`src/rtl/cmu_pkg.sv`:
```
`timescale 1ns / 1ps
`default_nettype none

package cmu_pkg;

  // Fixed field widths of the stream items
  localparam int CH_W       = 8;
  localparam int COORD_IN_W = 12;
  localparam int COUNT_W    = 16;
  localparam int COUNT_MAX  = 65535;

  // Packed payload widths
  localparam int IN_DATA_W  = 48;  // l, a, b, x, y
  localparam int OUT_DATA_W = 64;  // mean l, a, b, x, y, count

  // Parameter defaults
  localparam int MAX_PIXELS_DEF = 65535;
  localparam int COORD_BITS_DEF = 12;

  // Quantity currently handed to the shared divider
  typedef enum logic [2:0] {
    LANE_L = 3'd0,
    LANE_A = 3'd1,
    LANE_B = 3'd2,
    LANE_X = 3'd3,
    LANE_Y = 3'd4
  } lane_t;

  // Controller to datapath commands
  typedef struct packed {
    logic  acc_en;     // item accepted this cycle
    logic  div_start;  // load the divider with the selected sum
    logic  cap_en;     // store the finished quotient of the selected lane
    logic  load_out;   // move the means to the output register, clear sums
    lane_t lane;
  } cmd_t;

  // Datapath to controller status
  typedef struct packed {
    logic div_done;  // quotient ready this cycle
    logic out_free;  // output register can take a new result
  } sts_t;

endpackage

`default_nettype wire

```
`src/rtl/cmu_div.sv`:
```
`timescale 1ns / 1ps
`default_nettype none

module cmu_div #(
  parameter int DVD_W = 28,
  parameter int DVS_W = 16
) (
  input  wire logic             clk,
  input  wire logic             rst_n,
  input  wire logic             start,
  input  wire logic [DVD_W-1:0] dividend,
  input  wire logic [DVS_W-1:0] divisor,
  output logic      [DVD_W-1:0] quotient,
  output logic                  done
);

  localparam int STEP_W = (DVD_W > 1) ? $clog2(DVD_W) : 1;
  localparam logic [STEP_W-1:0] LAST_STEP = STEP_W'(DVD_W - 1);

  logic [DVD_W-1:0]  dvd_r, dvd_nxt;
  logic [DVD_W-1:0]  quo_r, quo_nxt;
  logic [DVS_W-1:0]  rem_r, rem_nxt;
  logic [STEP_W-1:0] step_r, step_nxt;
  logic              busy_r, busy_nxt;
  logic              done_r, done_nxt;
  logic [DVS_W:0]    trial;
  logic [DVS_W:0]    diff;
  logic              qbit;

  // One restoring step: bring down the next dividend bit and try a subtract
  assign trial = {rem_r, dvd_r[DVD_W-1]};
  assign diff  = trial - {1'b0, divisor};
  assign qbit  = (trial >= {1'b0, divisor});

  always_comb begin
    dvd_nxt  = dvd_r;
    quo_nxt  = quo_r;
    rem_nxt  = rem_r;
    step_nxt = step_r;
    busy_nxt = busy_r;
    done_nxt = 1'b0;
    if (start) begin
      dvd_nxt  = dividend;
      quo_nxt  = '0;
      rem_nxt  = '0;
      step_nxt = '0;
      busy_nxt = 1'b1;
    end else if (busy_r) begin
      dvd_nxt  = {dvd_r[DVD_W-2:0], 1'b0};
      quo_nxt  = {quo_r[DVD_W-2:0], qbit};
      rem_nxt  = qbit ? diff[DVS_W-1:0] : trial[DVS_W-1:0];
      step_nxt = step_r + STEP_W'(1);
      if (step_r == LAST_STEP) begin
        busy_nxt = 1'b0;
        done_nxt = 1'b1;
      end
    end
  end

  always_ff @(posedge clk) begin
    if (!rst_n) begin
      busy_r <= 1'b0;
      done_r <= 1'b0;
      step_r <= '0;
    end else begin
      busy_r <= busy_nxt;
      done_r <= done_nxt;
      step_r <= step_nxt;
    end
  end

  // Operand registers need no reset
  always_ff @(posedge clk) begin
    dvd_r <= dvd_nxt;
    quo_r <= quo_nxt;
    rem_r <= rem_nxt;
  end

  assign quotient = quo_r;
  assign done     = done_r;

endmodule

`default_nettype wire

```
`src/rtl/cmu_datapath.sv`:
```
`timescale 1ns / 1ps
`default_nettype none

module cmu_datapath #(
  parameter int MAX_PIXELS = cmu_pkg::MAX_PIXELS_DEF,
  parameter int COORD_BITS = cmu_pkg::COORD_BITS_DEF
) (
  input  wire logic                           clk,
  input  wire logic                           rst_n,
  input  wire cmu_pkg::cmd_t                  cmd,
  output cmu_pkg::sts_t                       sts,
  input  wire logic [cmu_pkg::IN_DATA_W-1:0]  in_tdata,
  input  wire logic                           in_tuser,
  output logic                                out_tvalid,
  input  wire logic                           out_tready,
  output logic      [cmu_pkg::OUT_DATA_W-1:0] out_tdata
);

  import cmu_pkg::*;

  localparam int CNT_BOUND = (MAX_PIXELS < COUNT_MAX) ? MAX_PIXELS : COUNT_MAX;
  localparam int CNT_W     = $clog2(CNT_BOUND + 1);
  localparam int CRD_W     = (COORD_BITS < COORD_IN_W) ? COORD_BITS : COORD_IN_W;
  localparam int SUMC_W    = CH_W + CNT_W;
  localparam int SUMP_W    = CRD_W + CNT_W;
  localparam int DIV_W     = (SUMC_W > SUMP_W) ? SUMC_W : SUMP_W;
  localparam int QX_W      = DIV_W + COORD_IN_W;

  logic [CH_W-1:0]       px_l, px_a, px_b;
  logic [COORD_IN_W-1:0] px_x, px_y;

  logic [SUMC_W-1:0] sum_l_r, sum_a_r, sum_b_r;
  logic [SUMP_W-1:0] sum_x_r, sum_y_r;
  logic [CNT_W-1:0]  count_r;
  logic              take_px;

  logic [DIV_W-1:0]  dvd;
  logic [DIV_W-1:0]  quo;
  logic              div_done;
  logic [QX_W-1:0]   quo_wide;

  logic [CH_W-1:0]       res_l_r, res_a_r, res_b_r;
  logic [COORD_IN_W-1:0] res_x_r, res_y_r;
  logic [OUT_DATA_W-1:0] out_data_r;
  logic                  out_valid_r;

  // Unpack the input item
  assign px_l = in_tdata[7:0];
  assign px_a = in_tdata[15:8];
  assign px_b = in_tdata[23:16];
  assign px_x = in_tdata[35:24];
  assign px_y = in_tdata[47:36];

  // Accumulate a present pixel until the count bound is reached
  assign take_px = cmd.acc_en && in_tuser && (count_r < CNT_W'(CNT_BOUND));

  always_ff @(posedge clk) begin
    if (!rst_n) begin
      sum_l_r <= '0;
      sum_a_r <= '0;
      sum_b_r <= '0;
      sum_x_r <= '0;
      sum_y_r <= '0;
      count_r <= '0;
    end else if (cmd.load_out) begin
      sum_l_r <= '0;
      sum_a_r <= '0;
      sum_b_r <= '0;
      sum_x_r <= '0;
      sum_y_r <= '0;
      count_r <= '0;
    end else if (take_px) begin
      sum_l_r <= sum_l_r + SUMC_W'(px_l);
      sum_a_r <= sum_a_r + SUMC_W'(px_a);
      sum_b_r <= sum_b_r + SUMC_W'(px_b);
      sum_x_r <= sum_x_r + SUMP_W'(px_x[CRD_W-1:0]);
      sum_y_r <= sum_y_r + SUMP_W'(px_y[CRD_W-1:0]);
      count_r <= count_r + CNT_W'(1);
    end
  end

  // Select the sum for the shared divider
  always_comb begin
    unique case (cmd.lane)
      LANE_L:  dvd = DIV_W'(sum_l_r);
      LANE_A:  dvd = DIV_W'(sum_a_r);
      LANE_B:  dvd = DIV_W'(sum_b_r);
      LANE_X:  dvd = DIV_W'(sum_x_r);
      LANE_Y:  dvd = DIV_W'(sum_y_r);
      default: dvd = '0;
    endcase
  end

  cmu_div #(
    .DVD_W (DIV_W),
    .DVS_W (CNT_W)
  ) u_div (
    .clk      (clk),
    .rst_n    (rst_n),
    .start    (cmd.div_start),
    .dividend (dvd),
    .divisor  (count_r),
    .quotient (quo),
    .done     (div_done)
  );

  // An empty cluster gives zero means
  assign quo_wide = (count_r == '0) ? '0 : QX_W'(quo);

  // Store the finished quotient in its lane
  always_ff @(posedge clk) begin
    if (cmd.cap_en) begin
      case (cmd.lane)
        LANE_L:  res_l_r <= quo_wide[CH_W-1:0];
        LANE_A:  res_a_r <= quo_wide[CH_W-1:0];
        LANE_B:  res_b_r <= quo_wide[CH_W-1:0];
        LANE_X:  res_x_r <= quo_wide[COORD_IN_W-1:0];
        LANE_Y:  res_y_r <= quo_wide[COORD_IN_W-1:0];
        default: ;
      endcase
    end
  end

  // Output register: hold the result until it is taken
  always_ff @(posedge clk) begin
    if (!rst_n) begin
      out_valid_r <= 1'b0;
    end else if (cmd.load_out) begin
      out_valid_r <= 1'b1;
    end else if (out_tready) begin
      out_valid_r <= 1'b0;
    end
  end

  always_ff @(posedge clk) begin
    if (cmd.load_out) begin
      out_data_r <= {COUNT_W'(count_r), res_y_r, res_x_r, res_b_r, res_a_r, res_l_r};
    end
  end

  assign out_tvalid   = out_valid_r;
  assign out_tdata    = out_data_r;
  assign sts.div_done = div_done;
  assign sts.out_free = !out_valid_r || out_tready;

endmodule

`default_nettype wire

```
`src/rtl/cmu_ctrl.sv`:
```
`timescale 1ns / 1ps
`default_nettype none

module cmu_ctrl (
  input  wire logic          clk,
  input  wire logic          rst_n,
  input  wire logic          in_tvalid,
  output logic               in_tready,
  input  wire logic          in_tlast,
  input  wire cmu_pkg::sts_t sts,
  output cmu_pkg::cmd_t      cmd
);

  import cmu_pkg::*;

  typedef enum logic [3:0] {
    S_ACCUM  = 4'b0001,
    S_START  = 4'b0010,
    S_WAIT   = 4'b0100,
    S_OUTPUT = 4'b1000
  } state_t;

  state_t state_r, state_nxt;
  lane_t  lane_r, lane_nxt;
  lane_t  lane_inc;
  logic   accept;

  assign in_tready = (state_r == S_ACCUM);
  assign accept    = in_tvalid && in_tready;

  // Next quantity to divide
  always_comb begin
    unique case (lane_r)
      LANE_L:  lane_inc = LANE_A;
      LANE_A:  lane_inc = LANE_B;
      LANE_B:  lane_inc = LANE_X;
      LANE_X:  lane_inc = LANE_Y;
      LANE_Y:  lane_inc = LANE_L;
      default: lane_inc = LANE_L;
    endcase
  end

  // Sequence: accumulate, divide each sum in turn, hand off the result
  always_comb begin
    state_nxt     = state_r;
    lane_nxt      = lane_r;
    cmd.acc_en    = 1'b0;
    cmd.div_start = 1'b0;
    cmd.cap_en    = 1'b0;
    cmd.load_out  = 1'b0;
    cmd.lane      = lane_r;
    unique case (state_r)
      S_ACCUM: begin
        cmd.acc_en = accept;
        if (accept && in_tlast) begin
          lane_nxt  = LANE_L;
          state_nxt = S_START;
        end
      end
      S_START: begin
        cmd.div_start = 1'b1;
        state_nxt     = S_WAIT;
      end
      S_WAIT: begin
        if (sts.div_done) begin
          cmd.cap_en = 1'b1;
          lane_nxt   = lane_inc;
          state_nxt  = (lane_r == LANE_Y) ? S_OUTPUT : S_START;
        end
      end
      S_OUTPUT: begin
        if (sts.out_free) begin
          cmd.load_out = 1'b1;
          state_nxt    = S_ACCUM;
        end
      end
      default: state_nxt = S_ACCUM;
    endcase
  end

  always_ff @(posedge clk) begin
    if (!rst_n) begin
      state_r <= S_ACCUM;
      lane_r  <= LANE_L;
    end else begin
      state_r <= state_nxt;
      lane_r  <= lane_nxt;
    end
  end

endmodule

`default_nettype wire

```
`src/rtl/cluster_mean_update_top.sv`:
```
`timescale 1ns / 1ps
`default_nettype none

// Channel  Direction  Payload
// in_      slave      tdata: pixel l, a, b, x, y; tuser: pixel present; tlast: last
// out_     master     tdata: mean l, a, b, x, y, pixel count
//
// Pixels are taken one per cycle while the cluster accumulates.
// An item with tlast starts five divisions on one shared radix-2 divider;
// the block takes no item until all five are done and the means have been
// loaded into the output register, which waits until that register is free.
// Reset (synchronous, active low) clears sums, count and the output valid.
// The result sits in an output register; a stalled output blocks only the
// handoff of the next cluster's result, not the accumulation before it.

module cluster_mean_update_top #(
  parameter int MAX_PIXELS = cmu_pkg::MAX_PIXELS_DEF,
  parameter int COORD_BITS = cmu_pkg::COORD_BITS_DEF
) (
  input  wire logic                           clk,
  input  wire logic                           rst_n,
  input  wire logic                           in_tvalid,
  output logic                                in_tready,
  // pixel_l[7:0], pixel_a[15:8], pixel_b[23:16], pixel_x[35:24], pixel_y[47:36]
  input  wire logic [cmu_pkg::IN_DATA_W-1:0]  in_tdata,
  // pixel_present[0]
  input  wire logic                           in_tuser,
  input  wire logic                           in_tlast,
  output logic                                out_tvalid,
  input  wire logic                           out_tready,
  // mean_l[7:0], mean_a[15:8], mean_b[23:16], mean_x[35:24], mean_y[47:36],
  // count[63:48]
  output logic      [cmu_pkg::OUT_DATA_W-1:0] out_tdata
);

  import cmu_pkg::*;

  cmd_t cmd;
  sts_t sts;

  cmu_ctrl u_ctrl (
    .clk       (clk),
    .rst_n     (rst_n),
    .in_tvalid (in_tvalid),
    .in_tready (in_tready),
    .in_tlast  (in_tlast),
    .sts       (sts),
    .cmd       (cmd)
  );

  cmu_datapath #(
    .MAX_PIXELS (MAX_PIXELS),
    .COORD_BITS (COORD_BITS)
  ) u_dp (
    .clk        (clk),
    .rst_n      (rst_n),
    .cmd        (cmd),
    .sts        (sts),
    .in_tdata   (in_tdata),
    .in_tuser   (in_tuser),
    .out_tvalid (out_tvalid),
    .out_tready (out_tready),
    .out_tdata  (out_tdata)
  );

endmodule

`default_nettype wire

```
`config.mk`:
```
export PLATFORM = sky130hd
export DESIGN_NAME = cluster_mean_update_top
export DESIGN_NICKNAME = d
export VERILOG_FILES = /design/src/rtl/cmu_pkg.sv /design/src/rtl/cmu_div.sv /design/src/rtl/cmu_datapath.sv /design/src/rtl/cmu_ctrl.sv /design/src/rtl/cluster_mean_update_top.sv
export SDC_FILE = /design/constraint.sdc
export NUM_CORES = 1
export LEC_CHECK = 0
export ABC_AREA = 0
export BUFFER_PORTS_ARGS = -buffer_cell sky130_fd_sc_hd__buf_2
export CORE_ASPECT_RATIO = 2
export CORE_MARGIN = 1
export CORE_UTILIZATION = 30
export DETAILED_ROUTE_END_ITERATION = 10
export PLACE_DENSITY = 0.42
export SYNTH_ARGS = -nofsm -noshare
export SYNTH_HDL_FRONTEND = slang
export SYNTH_SLANG_ARGS = --single-unit
```
`constraint.sdc`:
```
create_clock -name clk -period 6.66 [get_ports clk]
set_clock_uncertainty 0.1 [all_clocks]
set_input_delay 0.666 -clock clk [delete_from_list [all_inputs] [get_ports clk]]
set_output_delay 0.666 -clock clk [all_outputs]
set_load 0.02 [all_outputs]
```
---- After elaboration in Yosys (flattened, before gate mapping) ----
Cells that the tools add are included.
word-level totals
  bits in registers ....................... 327
  output and inout bits ................... 66
operators by class
  reduce and logical (&&, ||, !) cells .... 21
  bitwise gates (word level) .............. 2
  magnitude comparators ................... 2
  eq/ne operators ......................... 12
  add/sub/neg operators ................... 8
  mux-type cells .......................... 26
operators with widths
  kind                     count
  $pmux W28 S5             1
  $add A24 B8 Y24          3
  $add A28 B12 Y28         2
  $mux W28                 2
  $ge A17 B16 Y1           1
  $add A16 B1 Y16 const B  1
  $logic_not A16 Y1        1
  $lt A16 B16 Y1 const B   1
  $mux W16                 1
  $mux W4                  4
  $pmux W4 S4              1
  $sub A16 B16 Y16         1
  $mux W1                  12
  $mux W12                 1
  $pmux W3 S4              1
  $reduce_and A2 Y1        5
  $eq A3 B2 Y1 const B     2
  $mux W3                  2
  $pmux W3 S2              1
  $reduce_and A3 Y1        2
  $reduce_bool A2 Y1       3
  $add A5 B1 Y5 const B    1
  $eq A5 B5 Y1 const B     1
  $eq A4 B1 Y1 const B     1
  other kinds (14)         20

---- Logic depth before layout (Yosys ltp) ----
Gate-level depths: netlist of the first run.
  depth in word-level cells ............... 5
  depth in mapped cells ................... 12
  mapped depth without buffers ............ 10

---- Cells and area by module ----
From an unflattened synthesis of the first run, not the netlist that was laid out.
unflattened totals
  cell total of the unflattened synthesis .. 1638
  area total of the unflattened synthesis .. 16753.6 um^2
by module, submodules not included
  module        cells an instance  seq. area each (um^2)  area each (um^2)  times used
  cmu_datapath  1193               6266.0                 12249.2           1
  cmu_div       397                1861.8                 4071.4            1
  cmu_ctrl      48                 140.1                  432.9             1

---- Worst setup path after synthesis of the first run ----
No wires, ideal clock.
  kind .................................... register -> register
  start point ............................. reg u_dp.count_r[8]
  end point ............................... reg u_dp.u_div.rem_r[1]
  buffers on the path ..................... 3
  data arrival time ....................... 2656 ps
  stages on the path, launching flop included .. 13
  data required time ...................... 6443 ps
  setup slack ............................. 3786 ps
  path through ............................ dfxtp_1 clkbuf_1 inv_1 ha_1 clkbuf_1 a21oi_1 o21ai_0 nor2_1 a211oi_2 nor2_1 buf_2 nand2_1 a32o_1
on the way
  cells in the longest elaborated chain, start to end .. 2
RTL lines
  element                 RTL line            source
  from (decl)             cmu_datapath.sv:34  logic [CNT_W-1:0] count_r;
  from (signal assigned)  cmu_datapath.sv:78  count_r <= count_r + CNT_W'(1);
  $ge A17 B16 Y1          cmu_div.sv:33       assign qbit = (trial >= {1'b0, divisor});
  $mux W16                cmu_div.sv:51       rem_nxt = qbit ? diff[DVS_W-1:0] : trial[DVS_W-1:0];
  to (signal assigned)    cmu_div.sv:76       rem_r <= rem_nxt;
  to (decl)               cmu_div.sv:22       logic [DVS_W-1:0] rem_r, rem_nxt;
Every way passes these cells.
A chain may end at the register's enable or synchronous reset.

---- Final worst setup path of the first run ----
  start point ............................. reg u_dp.count_r[8]
  end point ............................... reg u_dp.u_div.rem_r[12]
on the way
  cells in the longest elaborated chain, start to end .. 2
RTL lines
  element                                             RTL line
  $sub A16 B16 Y16 or $ge A17 B16 Y1 (tied branches)  cmu_div.sv:32, cmu_div.sv:33
  $mux W16 *                                          cmu_div.sv:51
Every way passes the cells marked *; elsewhere a longest branch is shown, timed or not.

==> results_dict.tcl, run 1 <==
set metrics [dict create \
    end_kind "register" \
    grt_remaining_overflow 0 \
    syn_to_final_growth_pct 15.4 \
    gp_congestion 0.872 \
    min_to "u_dp.out_tdata[30]" \
    synthTopCellsByArea "edfxtp_1, dfxtp_1, ha_1, nand2_1, nor2_1" \
    die_h_microns 328 \
    die_area_sq_um 54200 \
    setup_tns_ns 0 \
    cts_setup_buffers 0 \
    cpMostUsedCell "nor2_1" \
    fin_ws_ns 3.16 \
    r2r_slack_ns 3.16 \
    post_cts_resized 0 \
    power_density_nw_per_um2 344 \
    cts_made_buffers 34 \
    power.leakage_nw 6.83 \
    fp-row-count 119 \
    grt_max_degree 78 \
    cts_tree "done" \
    startpoint_type "register" \
    drv_slew 0 \
    grt_setup_unrepaired "false" \
    critPathSlowestCell "dfxtp_1" \
    ys_async_sr_fraction_pct 0 \
    io_pins 120 \
    syn_avg_cell_area_sq_um 9.76 \
    grt_usage_pct 17.5 \
    synth_area_sq_um 16000 \
    nets 1867 \
    synth_warnings 0 \
    required_ns 7.03 \
    route.vias.total 12312 \
    run_status "completed" \
    tightest_slew_ns 0.969 \
    postCtsHoldBufs 0 \
    drt_pre_antenna_iters 5 \
    worstReg2RegStart "u_dp.count_r[8]" \
    final_cell_mix "nand2_1, dfxtp_1, nor2_1" \
    reg2reg_to "u_dp.u_div.rem_r[12]" \
    first_global_vias 12448 \
    ys_ff_latch 327 \
    cpPeakStageDelay_ns 0.57 \
    period_needed_ns 3.50 \
    ys_seq_area_share_pct 49.8 \
    netlist.area_leader.share_pct 26.4 \
    setup_viol 0 \
    start_util_pct 30.4 \
    grt_pass1_wl_microns 71400 \
    hold_depth 0 \
    dpl.hpwl_microns 34000 \
    clkTransAtPathRegs_ns 0.06 \
    path_cells "inv_1 > ha_1 > nand2_1 > o21ai_0 > nor2_1 > a211oi_2 > nor2_1 > buf_4 > or4b_1 > o211ai_1" \
    crit_type "register to register" \
    final_hold_viol_count 0 \
    fin_crit_sh_pct 52.6 \
    place_ws_ns 3.13 \
    hold_start "u_dp.res_x_r[6]" \
    numPortBuffers 119 \
    antenna_found_initial 0 \
    clockBufferDepth 3 \
    cts_root_buffer "clkbuf_16" \
    viasPerCell 5.06 \
    route.detailed.drc 0 \
    yosysUniqueCellTypes 70 \
    drtIter0Drc 490 \
    synthFlopType "dfxtp_1" \
    htree_levels 2 \
    clkLatencyLatePin_ns 0.55 \
    final_common_cell "nand2_1" \
    core_area_sq_um 52600 \
    r2r_cells 10 \
    drtAntennaViolNets 0 \
    yosysTopAreaCell "edfxtp_1" \
    drive_gt1_share_pct 12.1 \
    cap_violations 0 \
    ir_drop_mv 0.163 \
    drt-total-wl_microns 47000 \
    clock-sinks 327 \
    min_path_type "register to register" \
    synth_edf_count 140 \
    fp.dieW_microns 165 \
    fmax_mhz 286 \
    wl_per_cell_microns 19.3 \
    synthCells 1634 \
    syn-num-nets 1761 \
    diodes 0 \
    slew_headroom_pct 35.4 \
    critPathArrivalTime_ns 3.87 \
    worstPathMaxFanout 17 \
]
metal layers:
metal	wire length, microns	vias up	global-route usage [%]
met2	26500	245	34.3
met3	1360	87	2.02
met1	16800	5887	17.3
met4	2370	0	9.33
li1	-	6093	-
met5	0	-	0
cell families after synthesis:
logic type / count (synthesis) / share of synthesized area (%)
AO/OA/AOI/OAI: 341 / 13.5
XOR/XNOR: 122 / 6.70
adder cells (fa/ha/maj): 73 / 6.01
multiplexers: 49 / 3.16
buffers and inverters: 115 / 2.80
flip-flops: 327 / 49.8
AND/OR/NAND/NOR: 607 / 18.1
where the power goes:
part | leakage (nW) | internal (mW) | switching [mW] | total, mW
registers | 2.81 | 2.30 | 0.156 | 2.46
clock network | 0.535 | 1.10 | 0.860 | 1.96
logic | 3.48 | 0.730 | 1.19 | 1.92
through the flow:
| step | hold slack, ns | cell area, sq um | total power, mW | instances | util [%] |
|---|---|---|---|---|---|
| 6_report | 0.315 | 18400 | 6.34 | 2431 | 35.0 |
| 5_1_grt | 0.323 | 18400 | 6.71 | 2431 | 35.0 |
| 4_1_cts | 0.319 | 18400 | 6.45 | 2431 | 35.0 |
| 3_5_place_dp | 0.305 | 17300 | 4.45 | 2369 | 32.9 |
| 3_3_place_gp | 0.302 | 17300 | 4.43 | 2369 | 32.9 |
| 2_1_floorplan | 0.300 | 16000 | 3.87 | 1634 | - |
layout make-up:
type / instances / area, sq um
Clock buffer: 48 / 953
Clock inverter: 14 / 168
Fill cell: 5325 / 34100
Inverter: 47 / 176
Multi-Input combinational cell: 1192 / 7600
Sequential cell: 327 / 7950
Tap cell: 665 / 832
Timing Repair Buffer: 138 / 738
worst max-delay path, delay by kind of cell, from the launching register on:
| kind | cells | cell delay, ns |
|---|---|---|
| fa+ha+maj | 1 | 0.48 |
| simple gates | 4 | 0.83 |
| compound gates | 3 | 1.09 |
| flops | 1 | 0.57 |
| buf+inv | 2 | 0.33 |
sequential cells by signal, indices dropped and copies added (netlist names), 3 cells and up:
register and count:
u_dp.sum_x_r 28, u_dp.u_div.step_r 5, u_dp.u_div.quotient 12, u_dp.count_r 16, u_ctrl.lane_r 3, u_ctrl.state_r 4, u_dp.res_y_r 12, u_dp.sum_y_r 28
u_dp.res_l_r 8, u_dp.sum_a_r 24, u_dp.res_x_r 12, u_dp.res_a_r 8, u_dp.sum_l_r 24, u_dp.out_tdata 64, u_dp.u_div.rem_r 16, u_dp.sum_b_r 24
u_dp.res_b_r 8, u_dp.u_div.dvd_r 28
worst max path at each step:
| stage | depth (start not counted) | end | from |
|---|---|---|---|
| 2_1_floorplan | 12 | u_dp.u_div.rem_r[1] | u_dp.count_r[8] |
| 3_3_place_gp | 10 | u_dp.u_div.rem_r[12] | u_dp.count_r[8] |
| 3_5_place_dp | 10 | u_dp.u_div.rem_r[12] | u_dp.count_r[8] |
| 4_1_cts | 10 | u_dp.u_div.rem_r[12] | u_dp.count_r[8] |
| 5_1_grt | 10 | u_dp.u_div.rem_r[12] | u_dp.count_r[8] |
| 6_report | 10 | u_dp.u_div.rem_r[12] | u_dp.count_r[8] |
Yosys cell counts (all sizes together), types with 51 or more instances:
master / number
xnor2: 59
nand2: 203
dfxtp: 187
xor2: 63
nand3: 51
o21ai: 106
a21oi: 98
edfxtp: 140
nor2: 167
ha: 67
clkbuf: 58
Note: power is estimated with default switching activity, not from simulation.
==> run 2: changes to the inputs <==
Settings changed: ABC_AREA 0 to 1, PLACE_DENSITY 0.42 to 0.43.
Clock period 6.66 ns to 3.12 ns, I/O delays scaled along.
==> results_dict.tcl, run 2 <==
set metrics [dict create \
    run_status "completed" \
    postCtsHoldBufs 2 \
    p_seq_share_pct 37.3 \
    grt_max_degree 50 \
    yosysMostFrequentCell "nand2_1" \
    io_pins 120 \
    clockBufferDepth 3 \
    cts_tree "done" \
    clkPwrFrac_pct 33.1 \
    grt_remaining_overflow 0 \
    ir_drop_mv 0.401 \
    power_mw 13.4 \
    drtAntennaViolNets 0 \
    fmax_mhz 364 \
    first_global_vias 16071 \
    htree_levels 2 \
    cap_violations 0 \
    fin_crit_sh_pct 88.1 \
    fin_ws_ns 0.373 \
    clkTransAtPathRegs_ns 0.06 \
    drive_gt1_share_pct 9.17 \
    grt_usage_pct 21.2 \
    start_util_pct 30.4 \
    die_area_sq_um 59000 \
    synth_edf_count 140 \
    required_ns 3.45 \
    syn_avg_cell_area_sq_um 7.57 \
    drt-total-wl_microns 61200 \
    yosysUniqueCellTypes 44 \
    cts_root_buffer "clkbuf_16" \
    synthTopCellsByArea "edfxtp_1, dfxtp_1, nand2_1, inv_1, nor2_1" \
    fillCellCount 6068 \
    fp-row-count 124 \
    drt_pre_antenna_iters 5 \
    fin_util_pct 35.3 \
    numPortBuffers 119 \
    min_path_type "input port to register" \
    synth_commonest_cells "nand2_1, inv_1, nor2_1, dfxtp_1, a21oi_1" \
    clock-sinks 327 \
    p_sw_share_pct 36.5 \
    route.detailed.drc 0 \
    grt_pass1_wl_microns 92300 \
    tightest_slew_ns 0.843 \
    final_common_cell "nand2_1" \
    ys_seq_area_share_pct 45.7 \
    antenna_found_initial 2 \
    place_ws_ns 0.421 \
    dpl.hpwl_microns 47500 \
    power_density_nw_per_um2 665 \
    ys_ff_latch 327 \
    drtIter0Drc 721 \
    slew_headroom_pct 43.2 \
    final_cell_mix "nand2_1, inv_1, nor2_1" \
    pwr-share-comb_pct 29.6 \
    dpl.cell_count 3145 \
    drv_slew 0 \
    die_h_microns 342 \
    synth_warnings 0 \
    clkLatencyLatePin_ns 0.56 \
    wl_per_cell_microns 19.1 \
    cts_made_buffers 34 \
    setup_viol 0 \
    post_cts_resized 0 \
    final_hold_viol_count 0 \
    p_sw_mw 4.90 \
    p_int_mw 8.54 \
    crit_type "register to register" \
    yosysTopAreaCell "edfxtp_1" \
    final_cell_count_no_fill 3211 \
    syn_to_final_growth_pct 16.2 \
    fp.dieW_microns 172 \
    grt_setup_unrepaired "false" \
    synthFlopType "dfxtp_1" \
    syn-num-nets 2423 \
    largest_register_ffs 64 \
    route.vias.total 15632 \
    setup_tns_ns 0 \
    worstPathMaxFanout 20 \
    period_needed_ns 2.75 \
    power.leakage_nw 8.34 \
    end_kind "register" \
    critPathArrivalTime_ns 3.08 \
    synth_area_sq_um 17400 \
    gp_congestion 0.936 \
    viasPerCell 4.87 \
    ys_async_sr_fraction_pct 0 \
    r2r_slack_ns 0.37 \
    core_area_sq_um 57200 \
    cts_setup_buffers 0 \
    netlist.area_leader.share_pct 24.2 \
    startpoint_type "register" \
    synthCells 2296 \
    nets 2554 \
]
run 2: layout make-up:
cell class | instances | area, sq um | area share [%]
clock buffers | 46 | 936 | 4.63
clock inverters | 16 | 248 | 1.23
flip-flops and latches | 327 | 7950 | 39.3
multi-input cells | 1595 | 7980 | 39.5
repair buffers | 157 | 961 | 4.76
diodes | 2 | 5.00 | 0.0248
inverters | 312 | 1170 | 5.81
well taps | 756 | 946 | 4.68
run 2: per-layer routing:
layer  global-route usage [%]  part of all wire, %  vias up
met3                     2.07                  3.0      141
li1                         -                    -     7855
met1                     18.8                   33     7287
met4                     11.6                  5.5        0
met5                        0                    0        -
met2                     44.2                   58      349
run 2: cell families after synthesis:
kind of cell,count (synthesis),synth area share [%]
buffers and inverters,374,8.41
flip-flops,327,45.7
AO/OA/AOI/OAI,372,11.9
adder cells (fa/ha/maj),73,5.52
XOR/XNOR,34,1.71
AND/OR/NAND/NOR,1116,26.8
run 2: worst paths after layout:
kind,endpoint,startpoint,depth (start not counted)
worst max-delay path,u_dp.u_div.rem_r[3],u_dp.count_r[6],12
worst min-delay path,u_dp.sum_b_r[0],in_tdata[16],4
worst max register to register,u_dp.u_div.rem_r[3],u_dp.count_r[6],12
worst min register to register,u_dp.out_tdata[35],u_dp.res_x_r[11],0
run 2: critical path: stages (launching register included):
cell,delay [ns]
dfxtp_1,0.44
inv_1,0.16
ha_1,0.39
nand2_1,0.09
nor2_1,0.19
nand3b_1,0.21
nand3_1,0.20
nand2_1,0.18
nand2_1,0.10
buf_4,0.25
inv_1,0.14
nand3_1,0.09
a21oi_1,0.06
run 2: through the flow:
stage | hold WS (ns) | instance area [sq um]
floorplan | 0.300 | 17400
global placement | 0.300 | 19000
detailed placement | 0.305 | 19000
CTS | 0.0398 | 20200
global route | 0.0831 | 20200
finish | 0.0574 | 20200
run 2: power groups by stage:
stage / clock [mW] / combinational (mW) / sequential, mW
after floorplan: 0 / 2.74 / 4.97
after global placement: 0 / 4.01 / 5.10
after detailed placement: 0 / 3.99 / 5.10
after CTS: 4.59 / 4.01 / 5.01
after global routing: 4.72 / 4.44 / 5.04
final: 4.45 / 3.97 / 5.01
